===== src/mldp_pkg.sv =====
`timescale 1ns / 1ps
`default_nettype none
// ----------------------------------------------------------------------------
// MLD parser package
// Field codes, message kinds, error codes, field lengths and the result type
// shared by the MLD byte parser modules.
// ----------------------------------------------------------------------------
package mldp_pkg;

    localparam int FIELD_W = 5;
    localparam int KIND_W  = 3;
    localparam int ERR_W   = 2;

    // Field codes
    localparam logic [FIELD_W-1:0] F_TYPE       = 5'd0;
    localparam logic [FIELD_W-1:0] F_CODE       = 5'd1;
    localparam logic [FIELD_W-1:0] F_CHECKSUM   = 5'd2;
    localparam logic [FIELD_W-1:0] F_MAX_RESP   = 5'd3;
    localparam logic [FIELD_W-1:0] F_RESERVED   = 5'd4;
    localparam logic [FIELD_W-1:0] F_MCAST_ADDR = 5'd5;
    localparam logic [FIELD_W-1:0] F_SQRV       = 5'd6;
    localparam logic [FIELD_W-1:0] F_QQIC       = 5'd7;
    localparam logic [FIELD_W-1:0] F_Q_SRC_CNT  = 5'd8;
    localparam logic [FIELD_W-1:0] F_SRC_ADDR   = 5'd9;
    localparam logic [FIELD_W-1:0] F_RPT_RESV   = 5'd10;
    localparam logic [FIELD_W-1:0] F_REC_CNT    = 5'd11;
    localparam logic [FIELD_W-1:0] F_REC_TYPE   = 5'd12;
    localparam logic [FIELD_W-1:0] F_AUX_LEN    = 5'd13;
    localparam logic [FIELD_W-1:0] F_REC_SRC_CNT = 5'd14;
    localparam logic [FIELD_W-1:0] F_GROUP_ADDR = 5'd15;
    localparam logic [FIELD_W-1:0] F_AUX_WORD   = 5'd16;
    localparam logic [FIELD_W-1:0] F_TRAIL      = 5'd17;

    // Message kinds
    localparam logic [KIND_W-1:0] K_UNDECIDED  = 3'd0;
    localparam logic [KIND_W-1:0] K_V1_QUERY   = 3'd1;
    localparam logic [KIND_W-1:0] K_V2_QUERY   = 3'd2;
    localparam logic [KIND_W-1:0] K_REPORT     = 3'd3;
    localparam logic [KIND_W-1:0] K_DONE       = 3'd4;
    localparam logic [KIND_W-1:0] K_V2_REPORT  = 3'd5;
    localparam logic [KIND_W-1:0] K_UNSUPP     = 3'd6;

    // ICMPv6 type codes
    localparam logic [7:0] T_QUERY     = 8'd130;
    localparam logic [7:0] T_REPORT    = 8'd131;
    localparam logic [7:0] T_DONE      = 8'd132;
    localparam logic [7:0] T_V2_REPORT = 8'd143;

    // Error codes
    localparam logic [ERR_W-1:0] E_NONE   = 2'd0;
    localparam logic [ERR_W-1:0] E_UNSUPP = 2'd1;
    localparam logic [ERR_W-1:0] E_TRUNC  = 2'd2;
    localparam logic [ERR_W-1:0] E_EXCESS = 2'd3;

    typedef struct packed {
        logic [KIND_W-1:0]  msg_kind;
        logic [FIELD_W-1:0] field_id;
        logic [3:0]         byte_in_field;
        logic               field_done;
        logic [31:0]        field_value;
        logic [15:0]        record_index;
        logic [15:0]        source_index;
        logic [ERR_W-1:0]   error_code;
        logic               message_end;
    } mldp_result_t;

    // Length in bytes of each field (1..16)
    function automatic logic [4:0] field_len(input logic [FIELD_W-1:0] f);
        logic [4:0] len;
        case (f)
            F_TYPE, F_CODE, F_SQRV, F_QQIC,
            F_REC_TYPE, F_AUX_LEN:                    len = 5'd1;
            F_CHECKSUM, F_MAX_RESP, F_RESERVED,
            F_Q_SRC_CNT, F_RPT_RESV, F_REC_CNT,
            F_REC_SRC_CNT:                            len = 5'd2;
            F_MCAST_ADDR, F_SRC_ADDR, F_GROUP_ADDR:   len = 5'd16;
            F_AUX_WORD:                               len = 5'd4;
            default:                                  len = 5'd1;
        endcase
        return len;
    endfunction

endpackage
`default_nettype wire


===== src/mldp_field_tracker.sv =====
`timescale 1ns / 1ps
`default_nettype none
// ----------------------------------------------------------------------------
// MLD field tracker
// Holds the per-message parse state and tags each byte with its field.
// The result is combinational; state advances when step is high.
// ----------------------------------------------------------------------------
module mldp_field_tracker (
    input  wire logic                  aclk,
    input  wire logic                  aresetn,
    input  wire logic                  step,
    input  wire logic [7:0]            data_byte,
    input  wire logic                  final_byte,
    output mldp_pkg::mldp_result_t     res
);
    import mldp_pkg::*;

    logic [KIND_W-1:0]  kind_reg, kind_next;
    logic [FIELD_W-1:0] field_reg, field_next;
    logic [3:0]         byte_count_reg, byte_count_next;
    logic [15:0]        records_left_reg, records_left_next;
    logic [15:0]        sources_left_reg, sources_left_next;
    logic [7:0]         aux_words_left_reg, aux_words_left_next;
    logic [15:0]        record_counter_reg, record_counter_next;
    logic [15:0]        source_counter_reg, source_counter_next;
    logic [31:0]        value_acc_reg, value_acc_next;
    logic               done_flag_reg, done_flag_next;
    logic [7:0]         type_reg, type_next;

    logic [FIELD_W-1:0] f;
    logic [4:0]         len;
    logic [31:0]        acc_new;
    logic [31:0]        val;
    logic               fdone;
    logic               after_src;
    logic               end_rec;
    logic [ERR_W-1:0]   err;

    always_comb begin
        kind_next           = kind_reg;
        field_next          = field_reg;
        byte_count_next     = byte_count_reg;
        records_left_next   = records_left_reg;
        sources_left_next   = sources_left_reg;
        aux_words_left_next = aux_words_left_reg;
        record_counter_next = record_counter_reg;
        source_counter_next = source_counter_reg;
        value_acc_next      = value_acc_reg;
        done_flag_next      = done_flag_reg;
        type_next           = type_reg;
        after_src           = 1'b0;
        end_rec             = 1'b0;
        err                 = E_NONE;

        f       = (field_reg < F_TRAIL) ? field_reg : F_TYPE;
        len     = field_len(f);
        acc_new = (byte_count_reg == 4'd0) ? {24'd0, data_byte}
                                           : {value_acc_reg[23:0], data_byte};
        val     = (len <= 5'd4) ? acc_new : {24'd0, data_byte};
        fdone   = (({1'b0, byte_count_reg} + 5'd1) >= len);

        res.msg_kind      = kind_reg;
        res.field_id      = f;
        res.byte_in_field = byte_count_reg;
        res.field_done    = fdone;
        res.field_value   = val;
        res.record_index  = record_counter_reg;
        res.source_index  = (f == F_SRC_ADDR) ? source_counter_reg : 16'd0;
        res.error_code    = E_NONE;
        res.message_end   = final_byte;

        if (done_flag_reg) begin
            res.field_id      = F_TRAIL;
            res.byte_in_field = 4'd0;
            res.field_done    = 1'b1;
            res.field_value   = {24'd0, data_byte};
            res.record_index  = 16'd0;
            res.source_index  = 16'd0;
            err               = E_EXCESS;
        end else begin
            if (len <= 5'd4) begin
                value_acc_next = acc_new;
            end
            if (!fdone) begin
                byte_count_next = byte_count_reg + 4'd1;
            end else begin
                byte_count_next = 4'd0;
                case (f)
                    F_TYPE: begin
                        type_next = data_byte;
                        if (data_byte == T_V2_REPORT) begin
                            kind_next = K_V2_REPORT;
                        end else if (data_byte == T_REPORT) begin
                            kind_next = K_REPORT;
                        end else if (data_byte == T_DONE) begin
                            kind_next = K_DONE;
                        end else begin
                            kind_next = K_UNDECIDED;
                        end
                        field_next = F_CODE;
                    end
                    F_CODE:     field_next = F_CHECKSUM;
                    F_CHECKSUM: field_next = (kind_reg == K_V2_REPORT) ? F_RPT_RESV
                                                                       : F_MAX_RESP;
                    F_MAX_RESP: field_next = F_RESERVED;
                    F_RESERVED: field_next = F_MCAST_ADDR;
                    F_MCAST_ADDR: begin
                        if (type_reg == T_QUERY) begin
                            if (final_byte) begin
                                kind_next      = K_V1_QUERY;
                                done_flag_next = 1'b1;
                                field_next     = F_TRAIL;
                            end else begin
                                kind_next  = K_V2_QUERY;
                                field_next = F_SQRV;
                            end
                        end else if (kind_reg == K_REPORT || kind_reg == K_DONE) begin
                            done_flag_next = 1'b1;
                            field_next     = F_TRAIL;
                        end else begin
                            kind_next      = K_UNSUPP;
                            err            = E_UNSUPP;
                            done_flag_next = 1'b1;
                            field_next     = F_TRAIL;
                        end
                    end
                    F_SQRV: field_next = F_QQIC;
                    F_QQIC: field_next = F_Q_SRC_CNT;
                    F_Q_SRC_CNT: begin
                        sources_left_next   = val[15:0];
                        source_counter_next = 16'd0;
                        if (val[15:0] == 16'd0) begin
                            done_flag_next = 1'b1;
                            field_next     = F_TRAIL;
                        end else begin
                            field_next = F_SRC_ADDR;
                        end
                    end
                    F_SRC_ADDR: begin
                        source_counter_next = source_counter_reg + 16'd1;
                        sources_left_next   = sources_left_reg - 16'd1;
                        after_src           = (sources_left_reg == 16'd1);
                    end
                    F_RPT_RESV: field_next = F_REC_CNT;
                    F_REC_CNT: begin
                        records_left_next   = val[15:0];
                        record_counter_next = 16'd0;
                        if (val[15:0] == 16'd0) begin
                            done_flag_next = 1'b1;
                            field_next     = F_TRAIL;
                        end else begin
                            field_next = F_REC_TYPE;
                        end
                    end
                    F_REC_TYPE: field_next = F_AUX_LEN;
                    F_AUX_LEN: begin
                        aux_words_left_next = val[7:0];
                        field_next          = F_REC_SRC_CNT;
                    end
                    F_REC_SRC_CNT: begin
                        sources_left_next   = val[15:0];
                        source_counter_next = 16'd0;
                        field_next          = F_GROUP_ADDR;
                    end
                    F_GROUP_ADDR: begin
                        if (sources_left_reg != 16'd0) begin
                            field_next = F_SRC_ADDR;
                        end else begin
                            after_src = 1'b1;
                        end
                    end
                    default: begin
                        aux_words_left_next = aux_words_left_reg - 8'd1;
                        end_rec             = (aux_words_left_reg == 8'd1);
                    end
                endcase

                // source list over: query ends, record goes on to aux words or, if none, ends
                if (after_src) begin
                    if (kind_reg == K_V2_QUERY) begin
                        done_flag_next = 1'b1;
                        field_next     = F_TRAIL;
                    end else if (aux_words_left_reg != 8'd0) begin
                        field_next = F_AUX_WORD;
                    end else begin
                        end_rec = 1'b1;
                    end
                end
                if (end_rec) begin
                    record_counter_next = record_counter_reg + 16'd1;
                    records_left_next   = records_left_reg - 16'd1;
                    if (records_left_reg == 16'd1) begin
                        done_flag_next = 1'b1;
                        field_next     = F_TRAIL;
                    end else begin
                        field_next = F_REC_TYPE;
                    end
                end
            end
            if (final_byte && !done_flag_next) begin
                err = E_TRUNC;
            end
        end

        res.msg_kind   = kind_next;
        res.error_code = err;

        // last byte of a message: back to the start
        if (final_byte) begin
            kind_next           = K_UNDECIDED;
            field_next          = F_TYPE;
            byte_count_next     = 4'd0;
            records_left_next   = 16'd0;
            sources_left_next   = 16'd0;
            aux_words_left_next = 8'd0;
            record_counter_next = 16'd0;
            source_counter_next = 16'd0;
            value_acc_next      = 32'd0;
            done_flag_next      = 1'b0;
            type_next           = 8'd0;
        end
    end

    always_ff @(posedge aclk) begin
        if (!aresetn) begin
            kind_reg           <= K_UNDECIDED;
            field_reg          <= F_TYPE;
            byte_count_reg     <= 4'd0;
            records_left_reg   <= 16'd0;
            sources_left_reg   <= 16'd0;
            aux_words_left_reg <= 8'd0;
            record_counter_reg <= 16'd0;
            source_counter_reg <= 16'd0;
            value_acc_reg      <= 32'd0;
            done_flag_reg      <= 1'b0;
            type_reg           <= 8'd0;
        end else if (step) begin
            kind_reg           <= kind_next;
            field_reg          <= field_next;
            byte_count_reg     <= byte_count_next;
            records_left_reg   <= records_left_next;
            sources_left_reg   <= sources_left_next;
            aux_words_left_reg <= aux_words_left_next;
            record_counter_reg <= record_counter_next;
            source_counter_reg <= source_counter_next;
            value_acc_reg      <= value_acc_next;
            done_flag_reg      <= done_flag_next;
            type_reg           <= type_next;
        end
    end

    assert property (@(posedge aclk) disable iff (!aresetn)
        done_flag_reg |-> field_reg == F_TRAIL)
        else $error("complete structure without trailing field");

    assert property (@(posedge aclk) disable iff (!aresetn)
        step && final_byte |=> !done_flag_reg && field_reg == F_TYPE)
        else $error("state not cleared after final item");

    assert property (@(posedge aclk) disable iff (!aresetn)
        !done_flag_reg |-> ({1'b0, byte_count_reg} < field_len(field_reg)))
        else $error("byte position past field length");

endmodule
`default_nettype wire


===== src/mld_message_byte_parser_core.sv =====
`timescale 1ns / 1ps
`default_nettype none
// Pipeline: each item passes the input register, then the result register.
// Throughput: 1 item per cycle unless m_ready stalls it; the field tracker state updates once per item.
// Reset: synchronous active-low aresetn clears the parse state and both valid flags.
// A result waiting on m_ready stalls the input register only when it is also full.
// ----------------------------------------------------------------------------
// MLD message byte parser
// Tags each byte of an MLD v1/v2 message with its field, assembles short
// field values and flags unsupported, truncated and excess bytes.
// ----------------------------------------------------------------------------
module mld_message_byte_parser_core (
    input  wire logic                          aclk,
    input  wire logic                          aresetn,
    input  wire logic                          s_valid,
    output logic                               s_ready,
    input  wire logic [7:0]                    s_data_byte,
    input  wire logic                          s_final_byte,
    output logic                               m_valid,
    input  wire logic                          m_ready,
    output logic [mldp_pkg::KIND_W-1:0]        m_msg_kind,
    output logic [mldp_pkg::FIELD_W-1:0]       m_field_id,
    output logic [3:0]                         m_byte_in_field,
    output logic                               m_field_done,
    output logic [31:0]                        m_field_value,
    output logic [15:0]                        m_record_index,
    output logic [15:0]                        m_source_index,
    output logic [mldp_pkg::ERR_W-1:0]         m_error_code,
    output logic                               m_message_end
);
    import mldp_pkg::*;

    logic         in_valid_reg, in_valid_next;
    logic [7:0]   in_byte_reg;
    logic         in_final_reg;
    logic         out_valid_reg, out_valid_next;
    mldp_result_t out_reg;
    mldp_result_t res;
    logic         advance;
    logic         s_accept;

    assign advance  = in_valid_reg && (!out_valid_reg || m_ready);
    assign s_ready  = !in_valid_reg || advance;
    assign s_accept = s_valid && s_ready;

    always_comb begin
        in_valid_next  = s_accept ? 1'b1 : (advance ? 1'b0 : in_valid_reg);
        out_valid_next = advance ? 1'b1 : (m_ready ? 1'b0 : out_valid_reg);
    end

    mldp_field_tracker u_tracker (
        .aclk       (aclk),
        .aresetn    (aresetn),
        .step       (advance),
        .data_byte  (in_byte_reg),
        .final_byte (in_final_reg),
        .res        (res)
    );

    always_ff @(posedge aclk) begin
        if (!aresetn) begin
            in_valid_reg  <= 1'b0;
            out_valid_reg <= 1'b0;
        end else begin
            in_valid_reg  <= in_valid_next;
            out_valid_reg <= out_valid_next;
        end
        if (s_accept) begin
            in_byte_reg  <= s_data_byte;
            in_final_reg <= s_final_byte;
        end
        if (advance) begin
            out_reg <= res;
        end
    end

    assign m_valid         = out_valid_reg;
    assign m_msg_kind      = out_reg.msg_kind;
    assign m_field_id      = out_reg.field_id;
    assign m_byte_in_field = out_reg.byte_in_field;
    assign m_field_done    = out_reg.field_done;
    assign m_field_value   = out_reg.field_value;
    assign m_record_index  = out_reg.record_index;
    assign m_source_index  = out_reg.source_index;
    assign m_error_code    = out_reg.error_code;
    assign m_message_end   = out_reg.message_end;

    assert property (@(posedge aclk) disable iff (!aresetn)
        advance |=> out_valid_reg)
        else $error("item moved but no result presented");

    assert property (@(posedge aclk) disable iff (!aresetn)
        !s_ready |-> in_valid_reg && out_valid_reg && !m_ready)
        else $error("input stalled without downstream backpressure");

    assert property (@(posedge aclk) disable iff (!aresetn)
        out_valid_reg && out_reg.field_id == F_TRAIL |-> out_reg.error_code == E_EXCESS)
        else $error("trailing item without excess flag");

    assert property (@(posedge aclk) disable iff (!aresetn)
        out_valid_reg && out_reg.error_code == E_TRUNC |-> out_reg.message_end)
        else $error("truncation flagged on non-final item");

endmodule
`default_nettype wire

===== config.mk =====
export PLATFORM = sky130hd
export DESIGN_NAME = mld_message_byte_parser_core
export DESIGN_NICKNAME = d
export VERILOG_FILES = /design/src/mldp_pkg.sv /design/src/mldp_field_tracker.sv /design/src/mld_message_byte_parser_core.sv
export SDC_FILE = /design/constraint.sdc
export NUM_CORES = 1
export LEC_CHECK = 0
export BUFFER_PORTS_ARGS = -buffer_cell sky130_fd_sc_hd__buf_2
export CORE_ASPECT_RATIO = 0.6
export CORE_MARGIN = 4
export CORE_UTILIZATION = 44
export CTS_CLUSTER_DIAMETER = 120
export DETAILED_ROUTE_END_ITERATION = 7
export HOLD_SLACK_MARGIN = 0.02
export PLACE_DENSITY_LB_ADDON = 0.1
export SLEW_MARGIN = 20
export SYNTH_ARGS = -nofsm -noshare
export SYNTH_HDL_FRONTEND = slang
export SYNTH_SLANG_ARGS = --single-unit

===== constraint.sdc =====
create_clock -name aclk -period 7.42 [get_ports aclk]
set_clock_uncertainty 0.2 [all_clocks]
set_input_delay 2.226 -clock aclk [delete_from_list [all_inputs] [get_ports aclk]]
set_output_delay 2.226 -clock aclk [all_outputs]
set_load 0.05 [all_outputs]

==> results.py, run 1 <==
metrics = {
    "sta": {
        "final.setup.tns_ps": 0,
        "period_minus_slack_ps": 5350,
        "slew_violations": 0,
        "period_share_pct": 72.2,
        "max_freq_mhz": 187,
        "fin_hold_ws_ps": 245,
        "tightestPinTransition_ps": 1090,
        "finalSetupViolations": 0,
        "max_slew_margin_pct": 27.3,
        "rsz0062_at_grt": "false",
        "hold_viol_final": 0,
    },
    "layout": {
        "postLayoutCellArea_um2": 11500,
        "areaGrowthSynthToFinish_pct": 13.1,
        "drive_gt1_share_pct": 15.7,
        "fillCellCount": 2062,
        "n_antenna_cell": 0,
        "largest_reg_flops": 32,
        "fin_nets": 1161,
    },
    "synthesis": {
        "syn_area_um2": 10100,
        "synthCells": 1061,
        "synth_edf_count": 89,
        "synth_seq_area_share_pct": 49.8,
        "async_flop_share_pct": 0,
        "ys.warnings.count": 0,
        "synth.distinct_cells": 83,
        "syn_nets": 1089,
        "synthFlopType": "dfxtp_1",
        "synth-seq-cells": 208,
        "syn_avg_cell_area_um2": 9.56,
    },
    "setup_path": {
        "rrSetupSlack_ps": 2810,
        "crit_path_start_kind": "primary input",
        "cp_cell_sequence": "buf_2 > nor2b_1 > nand2_1 > buf_2",
        "arrival_ps": 2930,
        "required_ps": 4990,
        "critPathMaxStageDelay_ps": 260,
        "timing_worst_setup_path_type": "primary input to output port",
        "crit_fanout": 4,
        "crit_top_cell": "buf_2",
        "crit_slowest_cell": "nor2b_1",
        "endpoint_kind": "output port",
    },
    "floorplan": {
        "io_pins": 95,
        "core-area_um2": 22300,
        "chipWidth_um": 204,
        "start_util_pct": 45.4,
        "fp-row-count": 42,
        "dieArea_um2": 25600,
        "die_h_um": 126,
    },
    "power": {
        "switchingPower_uw": 692,
        "vdd_drop_max_uv": 169,
        "p_total_mw": 2.55,
        "power.leakage_nw": 4.31,
        "switching_share_pct": 27.1,
        "cellPowerDensity_nw_per_um2": 223,
        "p_int_mw": 1.86,
        "seq_power_share_pct": 49.1,
        "p_comb_share_pct": 10.8,
        "pwr-share-clk_pct": 40.1,
    },
    "clock_tree": {
        "cts_tree": "done",
        "cts_made_buffers": 21,
        "cts_root_buf": "clkbuf_16",
        "clk_pin_slew_ps": 70,
        "postCtsHoldBufs": 0,
        "clock_sinks": 208,
        "postCtsResizedCells": 0,
        "clock_path_buffers": 3,
        "cts_setup_buffers": 0,
        "cts_max_level": 1,
        "clk_latency_ps": 500,
    },
    "placed_design": {
        "placed_cell_area_um2": 10800,
        "port_buffers": 94,
        "gp_congestion": 0.937,
        "place_hpwl_um": 19800,
    },
    "detailed_routing": {
        "drt-total-wl_um": 28400,
        "drt_pre_antenna_iters": 5,
        "post-route-drc-count": 0,
        "vias_per_cell": 5.77,
        "ant_nets": 0,
        "drtIter0Drc": 931,
        "via_count": 8394,
        "wl_per_cell_um": 19.5,
    },
    "global_route": {
        "grt.overflow.total": 0,
        "grt_pass1_vias": 7720,
        "grt_use_total_pct": 21.5,
        "grt_antenna_before_repair": 0,
        "grt_max_degree": 46,
        "grt_pass1_wl_um": 44800,
    },
    "hold_path": {
        "worstHoldPathType": "flop to flop",
    },
    "job": {
        "max_cap_violations": 0,
    },
    "outcome": {
        "status": "completed",
    },
}
-- synth_stat cells (11+ instances only) --
cell type | n | area, µm²
nand4_1 | 12 | 75.1
mux2i_1 | 13 | 130
inv_1 | 23 | 86.3
nand2b_1 | 16 | 100
nor3_1 | 30 | 150
o21ai_0 | 65 | 325
and2_1 | 42 | 263
buf_2 | 11 | 55.1
edfxtp_1 | 89 | 2670
nor2_1 | 99 | 372
clkbuf_1 | 35 | 131
nor4_1 | 19 | 119
a31oi_1 | 14 | 87.6
ha_1 | 15 | 188
xor2_1 | 17 | 149
o2bb2ai_1 | 12 | 105
and3_1 | 11 | 68.8
nor2b_1 | 23 | 144
nand2_1 | 95 | 357
dfxtp_1 | 119 | 2380
nand3_1 | 51 | 255
a21oi_1 | 64 | 320
a22oi_1 | 20 | 150
xnor2_1 | 12 | 105
-- worst paths after layout --
kind | end | cells past startpoint | start
setup / recovery | s_ready | 4 | m_ready
hold / removal | u_tracker.value_acc_reg[22] | 2 | u_tracker.value_acc_reg[22]
setup reg to reg | u_tracker.sources_left_reg[9] | 11 | u_tracker.field_reg[2]
hold reg to reg | u_tracker.value_acc_reg[22] | 2 | u_tracker.value_acc_reg[22]
-- routing by layer --
metal  routed length, µm  track usage [%]
met5                   0                0
met2               10800             28.0
met1               14500             35.8
met3                2510             4.83
met4                 552             4.33
-- through the flow --
step / std cells / utilization (%) / worst slack [ps]
3_5_place_dp: 1418 / 48.4 / 2070
5_1_grt: 1455 / 51.4 / 2000
4_1_cts: 1455 / 51.3 / 2070
3_3_place_gp: 1418 / 48.4 / 2080
2_1_floorplan: 1061 / - / 1990
6_report: 1455 / 51.4 / 2070
-- cell families after synthesis --
group,share of synthesized area [%]
multiplexers,1.73
buffers and inverters,3.54
XOR/XNOR,2.50
adder cells (fa/ha/maj),1.85
flip-flops,49.8
AND/OR/NAND/NOR,23.3
AO/OA/AOI/OAI,17.2
-- cell type report --
class	count	area, µm²	share of cell area (%)
flip-flops and latches	208	5050	44.0
multi-input cells	774	4750	41.4
clock buffers	25	551	4.80
repair buffers	104	546	4.75
well taps	308	385	3.36
clock inverters	12	96.3	0.839
inverters	24	91.3	0.796
-- worst max-delay path: cells and delay by family --
kind                   cells  cell delay [ps]
buffers and inverters      2              320
AND/OR/NAND/NOR            2              370
-- power by group through the flow --
| stage | Clock, mW | Combinational [mW] | Sequential [mW] |
|---|---|---|---|
| finish | 1.03 | 0.276 | 1.25 |
| global route | 1.09 | 0.296 | 1.26 |
| CTS | 1.05 | 0.272 | 1.25 |
| detailed placement | 0 | 0.271 | 1.28 |
| global placement | 0 | 0.270 | 1.28 |
| floorplan | 0 | 0.139 | 1.33 |
-- cell usage in the layout, fill, tap and decap left out, types with 7 or more instances in the layout --
master     count
a22o_1         7
ha_1          15
dfxtp_1      119
inv_1         22
a22oi_1       20
o2bb2ai_1     12
clkbuf_16     21
edfxtp_1      89
and3_1        11
and2_1        42
o21ai_0       64
nor2b_1       23
nor3_1        29
a21oi_1       64
nand3_1       51
xor2_1        17
buf_2         94
nand2_1       95
o211ai_1       8
nand2b_1      16
xnor2_1       12
mux2i_1       13
a31oi_1       14
nand4_1       12
nor2_1        99
buf_4         10
o22ai_1        7
nor4_1        18
Note: power is estimated with default switching activity, not from simulation.
==> run 2, diff against run 1 <==
==> constraint.sdc (replaced) <==
create_clock -name aclk -period 5 [get_ports aclk]
set_clock_uncertainty 0.2 [all_clocks]
set_input_delay 1.5 -clock aclk [delete_from_list [all_inputs] [get_ports aclk]]
set_output_delay 1.5 -clock aclk [all_outputs]
set_load 0.05 [all_outputs]
==> run 2 against run 1 <==
Final cell count up 0.55%. Largest cell class unchanged. Clock power is 55% higher. Die area is the same. Sequential power grew 49%. Critical path type is now flop to flop. Critical path depth is 6 higher. Global-route usage up 0.072 points. Combinational power is 49% higher.
==> results.py, run 2 (same netlist as run 1, synthesis figures left out) <==
metrics = {
    "global_route": {
        "grt.overflow.total": 0,
        "grt_antenna_before_repair": 0,
        "gr-usage-met3_pct": 4.21,
        "grt_use_met2_pct": 28.7,
        "globalRouteMet1Util_pct": 36.1,
        "grt_use_total_pct": 21.6,
        "grt_pass1_wl_um": 44800,
        "grt_max_degree": 47,
        "grt_busiest_layer": "met1",
        "grt_pass1_vias": 7708,
    },
    "setup_path": {
        "cp_cell_sequence": "a21bo_2 > o211a_1 > inv_1 > ha_1 > nor3_1 > a2111oi_1 > o21ai_2 > o21ai_0 > o21ai_0 > o2bb2ai_1",
        "required_ps": 5170,
        "endpoint_kind": "flop",
        "path_buf_inv": 1,
        "rrSetupSlack_ps": 790,
        "crit_top_cell": "o21ai_0",
        "reg2reg_depth": 10,
        "crit_family": "compound AO/OA/AOI/OAI gates",
        "reg2reg_to": "u_tracker.sources_left_reg[12]",
        "crit_path_start_kind": "flop",
        "r2r-start": "u_tracker.field_reg[2]",
        "arrival_ps": 4380,
        "critPathMaxStageDelay_ps": 760,
        "timing_worst_setup_path_type": "flop to flop",
        "crit_fanout": 20,
        "crit_slowest_cell": "dfxtp_1",
    },
    "floorplan": {
        "chipWidth_um": 204,
        "fp-row-count": 42,
        "core-area_um2": 22300,
        "die_h_um": 126,
        "io_pins": 95,
        "start_util_pct": 45.4,
        "dieArea_um2": 25600,
    },
    "placed_design": {
        "place_inst": 1426,
        "gp_congestion": 1.00,
        "place_hpwl_um": 20100,
        "placed_cell_area_um2": 10900,
        "port_buffers": 94,
    },
    "sta": {
        "tightestPinTransition_ps": 1010,
        "finalSetupViolations": 0,
        "hold_viol_final": 0,
        "slew_violations": 0,
        "period_minus_slack_ps": 4210,
        "max_freq_mhz": 237,
        "final.setup.tns_ps": 0,
        "max_slew_margin_pct": 31.9,
        "period_share_pct": 84.2,
        "fin_hold_ws_ps": 255,
        "rsz0062_at_grt": "false",
    },
    "detailed_routing": {
        "wl_per_cell_um": 19.5,
        "ant_nets": 0,
        "drt-total-wl_um": 28600,
        "post-route-drc-count": 0,
        "drt_pre_antenna_iters": 5,
        "via_count": 8497,
        "vias_per_cell": 5.81,
        "drtIter0Drc": 834,
    },
    "layout": {
        "register_area_um2": 5050,
        "n_antenna_cell": 0,
        "largest_reg_flops": 32,
        "fillCellCount": 2095,
        "layout_common_cells": "119 x dfxtp_1, 99 x nor2_1, 95 x nand2_1",
        "multi_input_area_um2": 4740,
        "final_cells": 1463,
        "areaGrowthSynthToFinish_pct": 14.0,
        "drive_gt1_share_pct": 16.1,
        "fin_nets": 1169,
        "final_common_cell": "dfxtp_1",
        "postLayoutCellArea_um2": 11600,
    },
    "clock_tree": {
        "clock_path_buffers": 3,
        "cts_made_buffers": 21,
        "postCtsHoldBufs": 0,
        "cts_setup_buffers": 0,
        "cts_max_level": 1,
        "clk_latency_ps": 500,
        "cts_root_buf": "clkbuf_16",
        "cts_tree": "done",
        "postCtsResizedCells": 0,
        "clock_sinks": 208,
        "clk_pin_slew_ps": 60,
    },
    "power": {
        "power.leakage_nw": 4.38,
        "p_total_mw": 3.88,
        "vdd_drop_max_uv": 235,
        "cellPowerDensity_nw_per_um2": 335,
    },
    "hold_path": {
        "min_to": "u_tracker.value_acc_reg[19]",
        "worstHoldPathType": "flop to flop",
        "holdPathStages": 2,
        "min_from": "u_tracker.value_acc_reg[19]",
    },
    "job": {
        "max_cap_violations": 0,
    },
    "outcome": {
        "status": "completed",
    },
}
-- run 2: cell count changes in the layout (fill, tap and decap cells not counted), moves of 2 or more --
cell / change
bufinv_16: +2
o21ai_1: -2
buf_4: +8
clkinvlp_4: -2
-- run 2: worst max-delay path by stage --
stage / startpoint / end / depth (start not counted)
2_1_floorplan: m_ready / u_tracker.value_acc_reg[5] / 7
3_3_place_gp: m_ready / u_tracker.sources_left_reg[8] / 7
3_5_place_dp: u_tracker.field_reg[2] / u_tracker.sources_left_reg[13] / 10
4_1_cts: u_tracker.field_reg[2] / u_tracker.sources_left_reg[12] / 10
5_1_grt: u_tracker.field_reg[0] / u_tracker.sources_left_reg[12] / 10
6_report: u_tracker.field_reg[2] / u_tracker.sources_left_reg[12] / 10
-- run 2: worst reg2reg max path: cells and delay by family (launching register included) --
kind	cells	cell delay [ps]
flops	1	760
simple gates	1	70
compound gates	7	2590
fa+ha+maj	1	360
buf+inv	1	120
-- run 2: area by class of cell --
class / count / area share, %
flip-flops and latches: 208 / 43.7
multi-input cells: 774 / 41.0
inverters: 24 / 0.790
repair buffers: 112 / 5.24
clock buffers: 26 / 4.79
clock inverters: 11 / 1.16
well taps: 308 / 3.33
-- run 2: stage by stage --
step | setup WS, ps | utilization (%)
final | 788 | 51.8
after global routing | 369 | 51.8
after detailed placement | 880 | 48.7
after global placement | 934 | 48.7
after CTS | 843 | 51.8
after floorplan | 299 | -
-- run 2: metal layers --
metal,part of all wire (%),vias to the layer above
met4,1.5,0
li1,-,4076
met1,52,4073
met2,39,313
met5,0,-
met3,7.9,35
-- run 2: power breakdown --
group | switching (mW) | leakage [nW] | internal, mW
Sequential | 0.0477 | 1.79 | 1.82
Clock | 0.660 | 0.336 | 0.943
Combinational | 0.301 | 2.25 | 0.109
Total | 1.01 | 4.38 | 2.87
==> run 3, diff against run 2 <==
==> constraint.sdc (replaced) <==
create_clock -name aclk -period 3.9 [get_ports aclk]
set_clock_uncertainty 0.2 [all_clocks]
set_input_delay 1.17 -clock aclk [delete_from_list [all_inputs] [get_ports aclk]]
set_output_delay 1.17 -clock aclk [all_outputs]
set_load 0.05 [all_outputs]
==> run 3 against run 2 <==
Sequential share of layout area fell by 0.54 points. Maximum frequency rose by 20%. Clock-buffer cell count fell by 3. Largest cell class unchanged.
==> results.py, run 3 (same netlist as run 1, synthesis figures left out) <==
metrics = {
    "hold_path": {
        "min_from": "u_tracker.value_acc_reg[21]",
        "holdPathStages": 2,
        "min_to": "u_tracker.value_acc_reg[21]",
        "worstHoldPathType": "flop to flop",
    },
    "sta": {
        "slew_violations": 0,
        "rsz0062_at_grt": "false",
        "period_minus_slack_ps": 3520,
        "hold_viol_final": 0,
        "max_freq_mhz": 284,
        "finalSetupViolations": 0,
        "max_slew_margin_pct": 29.9,
        "setup_slack_ps": 383,
        "final.setup.tns_ps": 0,
        "period_share_pct": 90.2,
        "tightestPinTransition_ps": 1050,
    },
    "detailed_routing": {
        "post-route-drc-count": 0,
        "ant_nets": 0,
        "vias_per_cell": 5.79,
        "wl_per_cell_um": 20.6,
        "drt_pre_antenna_iters": 6,
        "via_count": 8558,
        "drt-total-wl_um": 30400,
        "drtIter0Drc": 778,
    },
    "global_route": {
        "grt.overflow.total": 0,
        "grt_use_total_pct": 22.9,
        "grt_pass1_wl_um": 46600,
        "grt_pass1_vias": 7636,
        "grt_max_degree": 44,
        "grt_antenna_before_repair": 0,
    },
    "setup_path": {
        "crit_path_start_kind": "flop",
        "cp_cell_sequence": "buf_4 > inv_1 > nand3_1 > a21oi_1 > o21bai_1 > ha_1 > o21ai_0 > o21ai_0 > o22a_1 > o211ai_1 > nor3_1 > a211o_1",
        "crit_slowest_cell": "nor3_1",
        "reg2reg_depth": 12,
        "endpoint_kind": "flop",
        "timing_worst_setup_path_type": "flop to flop",
        "path_buf_inv": 2,
        "r2r-start": "u_tracker.field_reg[1]",
        "reg2reg_to": "u_tracker.kind_reg[0]",
        "crit_family": "compound AO/OA/AOI/OAI gates",
        "rrSetupSlack_ps": 380,
        "arrival_ps": 3760,
        "crit_fanout": 12,
        "crit_top_cell": "o21ai_0",
        "required_ps": 4140,
        "critPathMaxStageDelay_ps": 440,
    },
    "clock_tree": {
        "clk_pin_slew_ps": 80,
        "clk_latency_ps": 510,
        "cts_made_buffers": 20,
        "cts_root_buf": "clkbuf_16",
        "clock_sinks": 208,
        "cts_max_level": 1,
        "cts_tree": "done",
        "clock_path_buffers": 3,
    },
    "placed_design": {
        "place_hpwl_um": 21700,
        "gp_congestion": 1.01,
        "preCtsSetupSlack_ps": 364,
        "port_buffers": 94,
    },
    "layout": {
        "fillCellCount": 2083,
        "fin_nets": 1183,
        "largest_reg_flops": 32,
        "areaGrowthSynthToFinish_pct": 15.4,
        "layout_common_cells": "119 x dfxtp_1, 98 x nor2_1, 95 x nand2_1",
        "final_common_cell": "dfxtp_1",
        "drive_gt1_share_pct": 17.6,
        "n_antenna_cell": 0,
    },
    "floorplan": {
        "core-area_um2": 22300,
        "io_pins": 95,
        "start_util_pct": 45.4,
        "die_h_um": 126,
        "dieArea_um2": 25600,
        "fp-row-count": 42,
        "chipWidth_um": 204,
    },
    "power": {
        "power.leakage_nw": 4.45,
        "vdd_drop_max_uv": 358,
        "cellPowerDensity_nw_per_um2": 428,
    },
    "outcome": {
        "status": "completed",
    },
    "job": {
        "max_cap_violations": 0,
    },
}
-- run 3: area by class of cell --
type | instances | area [µm²] | area share [%]
flip-flops and latches | 208 | 5050 | 43.2
multi-input cells | 774 | 4760 | 40.6
repair buffers | 127 | 718 | 6.13
clock buffers | 23 | 543 | 4.64
well taps | 308 | 385 | 3.29
clock inverters | 13 | 154 | 1.31
inverters | 24 | 93.8 | 0.802
-- run 3: power by group --
part	internal [mW]	leakage [nW]	switching (mW)
combinational	0.146	2.32	0.400
clock	1.21	0.337	0.873
sequential	2.33	1.79	0.0547
total	3.68	4.45	1.33
-- run 3: per-stage QoR --
step	hold WS, ps	power, mW	instances	util [%]	area (µm²)
floorplan	224	2.80	1061	-	10200
global placement	236	2.96	1441	49.2	11000
detailed placement	242	2.97	1441	49.2	11000
CTS	252	5.05	1477	52.3	11700
global route	266	5.19	1477	52.4	11700
finish	248	5.01	1477	52.4	11700
-- run 3: timing repair --
action,in CTS,in global routing
setup buffers,0,0
resized for setup,0,1
setup endpoints to repair,0,11
hold buffers,0,0
-- run 3: per-layer routing --
metal / global-route usage [%] / part of all wire (%) / wire, µm
met5: 0 / 0 / 0
met4: 3.19 / 1.4 / 414
met3: 7.12 / 11 / 3210
met2: 28.2 / 37 / 11100
met1: 38.8 / 52 / 15700
-- run 3: worst reg2reg max path, delay by kind of cell (launching register included) --
kind            cells  cell delay (ps)
buf+inv             2              420
flops               1              360
simple gates        2              600
fa+ha+maj           1              290
compound gates      7             1590
-- run 3: worst max path at each step --
stage,from,endpoint,slack (ps),cells after the start
3_5_place_dp,u_tracker.field_reg[3],m_msg_kind[0],360,11
6_report,u_tracker.field_reg[1],u_tracker.kind_reg[0],380,12
5_1_grt,u_tracker.field_reg[2],u_tracker.records_left_reg[12],10,11
3_3_place_gp,u_tracker.field_reg[3],m_msg_kind[0],380,11
4_1_cts,u_tracker.field_reg[3],m_msg_kind[0],340,11
2_1_floorplan,m_ready,u_tracker.value_acc_reg[23],70,7
